File: src/rtl/core/bs3_pkg.sv
package bs3_pkg;

    localparam int SIZE_W      = 10;
    localparam int PIX_W       = 16;
    localparam int SUM_W       = 20;
    localparam int RECIP_W     = 25;
    localparam int RECIP_SHIFT = 24;
    localparam int APB_DW      = 32;
    localparam int APB_AW      = 3;

    localparam logic [SIZE_W-1:0] SIZE_RESET = 10'd512;

    // Word index of each register, taken from paddr[2].
    localparam logic [0:0] REG_IMAGE_SIZE = 1'b0;

    typedef struct packed {
        logic [PIX_W-1:0] red;
        logic [PIX_W-1:0] green;
        logic [PIX_W-1:0] blue;
    } bs3_pix_t;

    typedef struct packed {
        bs3_pix_t upper;
        bs3_pix_t middle;
    } bs3_col_t;

    typedef struct packed {
        logic             func;
        logic [PIX_W-1:0] pix_red;
        logic [PIX_W-1:0] pix_green;
        logic [PIX_W-1:0] pix_blue;
    } bs3_in_t;

    typedef struct packed {
        logic [PIX_W-1:0] avg_red;
        logic [PIX_W-1:0] avg_green;
        logic [PIX_W-1:0] avg_blue;
        logic             frame_last;
    } bs3_out_t;

    typedef struct packed {
        logic top_ok;
        logic bot_ok;
        logic left_ok;
        logic right_ok;
        logic last;
    } bs3_ctl_t;

    typedef struct packed {
        logic [SUM_W-1:0] red;
        logic [SUM_W-1:0] green;
        logic [SUM_W-1:0] blue;
    } bs3_sum_t;

    // Reciprocal of the neighborhood size, scaled by 2**RECIP_SHIFT and rounded up.
    // The rounding error is small enough that the quotient is exact for any sum
    // below 2**SUM_W.
    function automatic logic [RECIP_W-1:0] recip_lut(input logic [1:0] rows,
                                                     input logic [1:0] cols);
        logic [RECIP_W-1:0] m;
        case ({rows, cols})
            4'b0101: m = 25'd16777216;
            4'b0110: m = 25'd8388608;
            4'b1001: m = 25'd8388608;
            4'b0111: m = 25'd5592406;
            4'b1101: m = 25'd5592406;
            4'b1010: m = 25'd4194304;
            4'b1011: m = 25'd2796203;
            4'b1110: m = 25'd2796203;
            4'b1111: m = 25'd1864136;
            default: m = 25'd16777216;
        endcase
        return m;
    endfunction

endpackage

File: src/rtl/core/bs3_mean.sv
module bs3_mean (
    input  logic                    aclk,
    input  logic                    aresetn,
    input  logic                    a_valid,
    input  bs3_pkg::bs3_ctl_t       a_ctl,
    input  bs3_pkg::bs3_pix_t [8:0] win,
    output logic                    a_ready,
    output logic                    m_valid,
    input  logic                    m_ready,
    output bs3_pkg::bs3_out_t       m_data
);

    localparam int PW = bs3_pkg::SUM_W + bs3_pkg::RECIP_W;

    logic                            b_valid_reg;
    bs3_pkg::bs3_sum_t               b_sum_reg;
    logic [bs3_pkg::RECIP_W-1:0]     b_recip_reg;
    logic                            b_last_reg;
    logic                            m_valid_reg;
    bs3_pkg::bs3_out_t               m_data_reg;

    logic                            c_free;
    logic                            b_free;
    logic [2:0]                      row_ok;
    logic [2:0]                      col_ok;
    logic [1:0]                      rows;
    logic [1:0]                      cols;
    bs3_pkg::bs3_sum_t               sum_next;
    logic [bs3_pkg::RECIP_W-1:0]     recip_next;
    logic [PW-1:0]                   prod_red;
    logic [PW-1:0]                   prod_green;
    logic [PW-1:0]                   prod_blue;

    assign c_free  = !m_valid_reg || m_ready;
    assign b_free  = !b_valid_reg || c_free;
    assign a_ready = b_free;

    assign row_ok = {a_ctl.bot_ok, 1'b1, a_ctl.top_ok};
    assign col_ok = {a_ctl.right_ok, 1'b1, a_ctl.left_ok};
    assign rows   = 2'd1 + {1'b0, a_ctl.top_ok} + {1'b0, a_ctl.bot_ok};
    assign cols   = 2'd1 + {1'b0, a_ctl.left_ok} + {1'b0, a_ctl.right_ok};
    assign recip_next = bs3_pkg::recip_lut(rows, cols);

    always_comb begin
        sum_next = '0;
        for (int r = 0; r < 3; r++) begin
            for (int c = 0; c < 3; c++) begin
                if (row_ok[r] && col_ok[c]) begin
                    sum_next.red   = sum_next.red   + bs3_pkg::SUM_W'(win[r*3+c].red);
                    sum_next.green = sum_next.green + bs3_pkg::SUM_W'(win[r*3+c].green);
                    sum_next.blue  = sum_next.blue  + bs3_pkg::SUM_W'(win[r*3+c].blue);
                end
            end
        end
    end

    assign prod_red   = PW'(b_sum_reg.red)   * PW'(b_recip_reg);
    assign prod_green = PW'(b_sum_reg.green) * PW'(b_recip_reg);
    assign prod_blue  = PW'(b_sum_reg.blue)  * PW'(b_recip_reg);

    always_ff @(posedge aclk) begin
        if (!aresetn) begin
            b_valid_reg <= 1'b0;
            m_valid_reg <= 1'b0;
        end else begin
            if (b_free) begin
                b_valid_reg <= a_valid;
            end
            if (c_free) begin
                m_valid_reg <= b_valid_reg;
            end
        end
        if (b_free && a_valid) begin
            b_sum_reg   <= sum_next;
            b_recip_reg <= recip_next;
            b_last_reg  <= a_ctl.last;
        end
        if (c_free && b_valid_reg) begin
            m_data_reg.avg_red    <= prod_red[bs3_pkg::RECIP_SHIFT +: bs3_pkg::PIX_W];
            m_data_reg.avg_green  <= prod_green[bs3_pkg::RECIP_SHIFT +: bs3_pkg::PIX_W];
            m_data_reg.avg_blue   <= prod_blue[bs3_pkg::RECIP_SHIFT +: bs3_pkg::PIX_W];
            m_data_reg.frame_last <= b_last_reg;
        end
    end

    assign m_valid = m_valid_reg;
    assign m_data  = m_data_reg;

endmodule

File: config.mk
export PLATFORM = sky130hd
export DESIGN_NAME = bs3_mean
export DESIGN_NICKNAME = d
export VERILOG_FILES = /design/src/rtl/core/bs3_pkg.sv /design/src/rtl/core/bs3_mean.sv
export SDC_FILE = /design/constraint.sdc
export NUM_CORES = 2
export LEC_CHECK = 0
export ABC_AREA = 1
export BUFFER_PORTS_ARGS = -buffer_cell sky130_fd_sc_hd__buf_4
export CAP_MARGIN = 25
export CORE_MARGIN = 4
export CORE_UTILIZATION = 58
export CTS_BUF_LIST = sky130_fd_sc_hd__clkbuf_4 sky130_fd_sc_hd__clkbuf_8
export DETAILED_ROUTE_END_ITERATION = 8
export PLACE_DENSITY = 0.81
export SETUP_SLACK_MARGIN = 0.02
export SLEW_MARGIN = 30
export SYNTH_ARGS = -nofsm -noshare
export SYNTH_HDL_FRONTEND = slang
export SYNTH_SLANG_ARGS = --single-unit
File: constraint.sdc
create_clock -name aclk -period 10.47 [get_ports aclk]
set_input_delay 1.5705 -clock aclk [delete_from_list [all_inputs] [get_ports aclk]]
set_output_delay 1.5705 -clock aclk [all_outputs]
set_load 0.02 [all_outputs]
# [Word level (Yosys, flattened, before mapping)]
# Memory sizes are Yosys's and may differ from the RTL's. A register that Yosys moved wholly into a read port is not among the register bits.
# Cells that the tools add are included.
[totals] reg_bits=112 latch_bits=0 ram_bits=0 mem_bits_ro=400 inputBits=441 out_inout_bits=51 word_cells=60 n_memories=1
[mem_list] memory="(no name shown)" words=16 word_bits=25 read_ports=1 rd_ports_with_merged_regs=1 write_ports=0 line="bs3_pkg.sv:61" text="case ({rows, cols})"
[classes] addsub=28 multipliers=3 n_div=0 order_cmp=0 eq_ne=0 shift=0 n_mux=8 n_bitwise=0 reduce_logical=10
[ops] op="$add A20 B16 Y20" count=23
[ops] op="$mux W60" count=6
[ops] op="$mul A20 B25 Y40" count=3
[ops] op="$mux W57" count=1
[ops] op="$mux W56" count=1
[ops] op="$add A16 B16 Y17" count=1
[ops] op="$logic_and A1 B1 Y1" count=6
[ops] op="$add A1 B1 Y2 const A" count=2
[ops] op="$add A2 B1 Y2" count=2
[ops] op="$logic_not A1 Y1" count=2
[ops] op="$logic_or A1 B1 Y1" count=2

# [Longest topological paths before layout]
[logic_depth] word_depth=17 ltp_mapped=72 ltp_nobuf=69

# [Worst setup path after synthesis]
# OpenSTA, ideal clock, no wires.
[synth_timing] path_kind="input-to-reg" start="input port a_ctl[4] in the netlist's numbering" end="register b_sum_reg[39] in the netlist's numbering, data pin" setup_ps=249 arrival_ps=10841 required_ps=10221 setup_slack_ps=-620 cell_stages=64 n_path_buf=3 cell_sequence="buf_6 -> nand2_4 -> buf_6 -> clkbuf_1 -> nor2_1 -> ha_1 -> fa_1 -> nand3_2 -> nand2_1 -> nand2_1 -> nor2_1 -> o21a_1 -> a31oi_1 -> ha_1 -> nand2_1 -> inv_1 -> nand4_1 -> nand3_1 -> [... 28 more ...] -> ha_1 -> a21oi_1 -> inv_1 -> a31oi_1 -> xor2_1 -> o21ai_0 -> ha_1 -> inv_1 -> o21bai_1 -> nand2_1 -> a21oi_1 -> nand2_2 -> nor2_4 -> nand3_1 -> nand2_1 -> nand2_1 -> nand2_1 -> inv_1"
[synth_rtl] element="start, declared" line="bs3_mean.sv:5" text="input bs3_pkg::bs3_ctl_t a_ctl,"
[synth_rtl] element="end signal, assigned" line="bs3_mean.sv:74" text="b_sum_reg <= sum_next;"
[synth_rtl] element="end, declared" line="bs3_mean.sv:16" text="bs3_pkg::bs3_sum_t b_sum_reg;"

==> run_results.csv <==
group,metric,value,unit
run_status,status,"finished clean",
sta,period_share,0.989,
floorplan,io_pins,492,
setup_path,cp-startpoint,"a_ctl[2]",
clock_tree,htreeDepth,4,
yosys,syn_avg_cell_area,7.69,um^2
hold_path,hold_path.startpoint,"b_last_reg",
sta,clock_skew,0.0383,ns
finish,fin_nets,11100,
setup_path,r2r-start,"b_recip_reg[16]",
placement,portBuffers,491,
routing,drt_wl_total,202000,um
routing,dr.pass1.iters,6,
setup_path,crit_arrival,10.69,ns
setup_path,cp_top_family,"adder cells",
sta,setup_tns,0,ns
yosys,ys_ff_latch,120,
finish,area_growth,25.6,%
yosys,synth-edff-count,118,
setup_path,cpMaxStageDelayCell,"fa_2",
setup_path,cp_slowest_stage_delay,0.53,ns
clock_tree,clock_sinks,120,
flow_run,drv_cap,0,
grt,antenna_found_initial,55,
yosys,yosysTopAreaCellShare,0.326,
placement,gp_congestion,1.01,
setup_path,required,10.81,ns
yosys,synth_most_common_cell,"inv_1",
sta,maxSlewViolCount,0,
setup_path,end_kind,"flip-flop",
floorplan,die_w,326,um
clock_tree,cts_buffers,17,
yosys,syn_area,0.0587,mm^2
routing,drc,0,
yosys,ys_top_cells_by_area,"fa_1 33%, ha_1 16%, inv_1 12%, nand2_1 9.8%, edfxtp_1 6.0%",
setup_path,timing.critical_path.buf_inv,10,
routing,ant_nets,0,
setup_path,cpMostUsedCell,"nand2_2",
yosys,yosys.area.top_type,"fa_1",
finish,utilization,0.735,
floorplan,dieHeight,326,um
grt,grt_pass1_wl,302000,um
setup_path,path_max_fanout,7,
clock_tree,worstSkewPairLatency,0.59,ns
routing,vias_per_cell,5.41,
sta,layout_min_cycle_time,10.35,ns
yosys,synth_flop_cell,"edfxtp_1",
yosys,yosysWarnings,0,
floorplan,core,0.100,mm^2
sta,finalSetupViolCount,0,
floorplan,die-area,0.106,mm^2
floorplan,rows,116,
grt,grt_max_degree,87,
finish,drive_gt1_frac,0.233,
yosys,synth_cell_types,68,
sta,max_freq,96.6,MHz
placement,hpwlAfterDp,174000,um
clock_tree,clk_pin_slew,0.09,ns
yosys,synthArstFlopShare,0,
setup_path,r2r_slack,2.59,ns
hold_path,hold_path.class,"flip-flop to flip-flop",
clock_tree,cts_root_buf,"clkbuf_8",
routing,drtIter0Drc,4274,
sta,hold_viol_final,0,
sta,rsz0062_at_grt,"yes",
grt,grt_overflow,0,
yosys,syn_inst,7633,
sta,maxSlewHeadroom,0.360,
floorplan,initial_utilization,0.585,
grt,grt_pass1_vias,56100,
clock_tree,cts_tree,"done",
setup_path,cp-start-kind,"input port",
routing,wire_per_inst,19.6,um
setup_path,timing_worst_setup_path_type,"input port to flip-flop",
routing,vias,55700,
sta,worstMarginPinSlew,0.961,ns
finish,largest_reg_flops,60,
yosys,synth_commonest_cells,"1851 x inv_1, 1539 x nand2_1, 957 x fa_1",
clock_tree,clk_path_buf_depth,2,
yosys,ys_seq_area_frac,0.0610,
grt,grt_use_total,0.366,
yosys,synth_nets,9804,
==> timing repair <==
action,4_1_cts,5_1_grt
pin swaps,3,323
hold buffers,0,0
endpoints found under the setup margin,14,33
gates resized for setup,28,704
buffers inserted,3,85
==> metrics by stage <==
| step | cells | instance area (um^2) | hold slack, ns | worst slack (ns) |
|---|---|---|---|---|
| floorplan | 7633 | 58800 | 0.400 | 0.0399 |
| global placement | 10100 | 69700 | 0.418 | -0.622 |
| detailed placement | 10100 | 69700 | 0.416 | -0.807 |
| CTS | 10200 | 70200 | 0.446 | 0.00143 |
| global route | 10300 | 73700 | 0.453 | -0.445 |
| finish | 10300 | 73700 | 0.441 | 0.118 |
==> area by class of cell <==
type                            count  area (um^2)
Fill cell                        7610        26600
Multi-Input combinational cell   5478        50400
Inverter                         1861         6990
Clock inverter                     14          126
Tap cell                         1357         1700
Antenna cell                       40          100
Sequential cell                   120         3580
Clock buffer                       18          241
Timing Repair Buffer             1412        10600
==> worst reg2reg max path, stage by stage, from the launching register on <==
cell and delay (ns):
edfxtp_1 0.79, buf_4 0.56, nand2_1 0.27, fa_1 0.56, fa_1 0.55, inv_1 0.10, fa_1 0.51, fa_1 0.54
inv_1 0.06, fa_1 0.55, inv_1 0.06, fa_1 0.48, fa_1 0.48, ha_1 0.33, nand2_1 0.09, nor4_1 0.28
nand2_1 0.09, nand2_1 0.07, nand3_1 0.10, o211ai_1 0.25, a21boi_0 0.22, o21ai_0 0.40, a21oi_1 0.16, xnor2_1 0.16
==> cells in the final DEF, fill, tap and decap left out, types with 17 or more instances in the layout <==
master,Yosys,routed
a21o_1,22,22
a21oi_1,521,374
a21oi_2,2,140
a31oi_1,37,23
buf_4,2,1406
clkbuf_8,0,17
diode_2,0,40
edfxtp_1,118,118
fa_1,957,950
ha_1,773,688
ha_4,0,74
inv_1,1851,1834
inv_2,5,22
nand2_1,1539,1484
nand2_2,36,86
nand3_1,195,188
nand3_2,16,23
nand4_1,44,44
nor2_1,313,286
nor2_2,8,30
nor3_1,25,22
o21a_1,28,28
o21ai_0,425,245
o21ai_1,17,117
o21ai_2,1,78
o21bai_1,30,23
or2_2,22,21
xnor2_1,128,120
xor2_1,181,155
xor2_2,0,22
==> worst paths after layout <==
kind / endpoint / cells past startpoint
worst max-delay path: b_sum_reg[39] / 59
worst min-delay path: m_data[0] / 0
worst min register to register: m_data[0] / 0
worst max register to register: m_data[28] / 23
==> cell families after synthesis <==
group / after synthesis / synth area share
AND/OR/NAND/NOR: 2246 / 0.159
buffers and inverters: 2035 / 0.132
adder cells (fa/ha/maj): 1730 / 0.491
AO/OA/AOI/OAI: 1190 / 0.111
XOR/XNOR: 311 / 0.0466
flip-flops: 120 / 0.0610
multiplexers: 1 / 0.000170
==> routing by layer <==
layer	routed length [um]	track usage	part of all wire	up-vias
li1	-	-	-	26200
met1	78400	0.459	0.39	26700
met2	93600	0.602	0.46	2284
met3	20000	0.0996	0.099	502
met4	9890	0.142	0.049	30
met5	194	0	0.00096	-
Power is left out: the tool's default activity adds up to more than one toggle a clock period on the data nets, which glitch-free logic cannot reach.
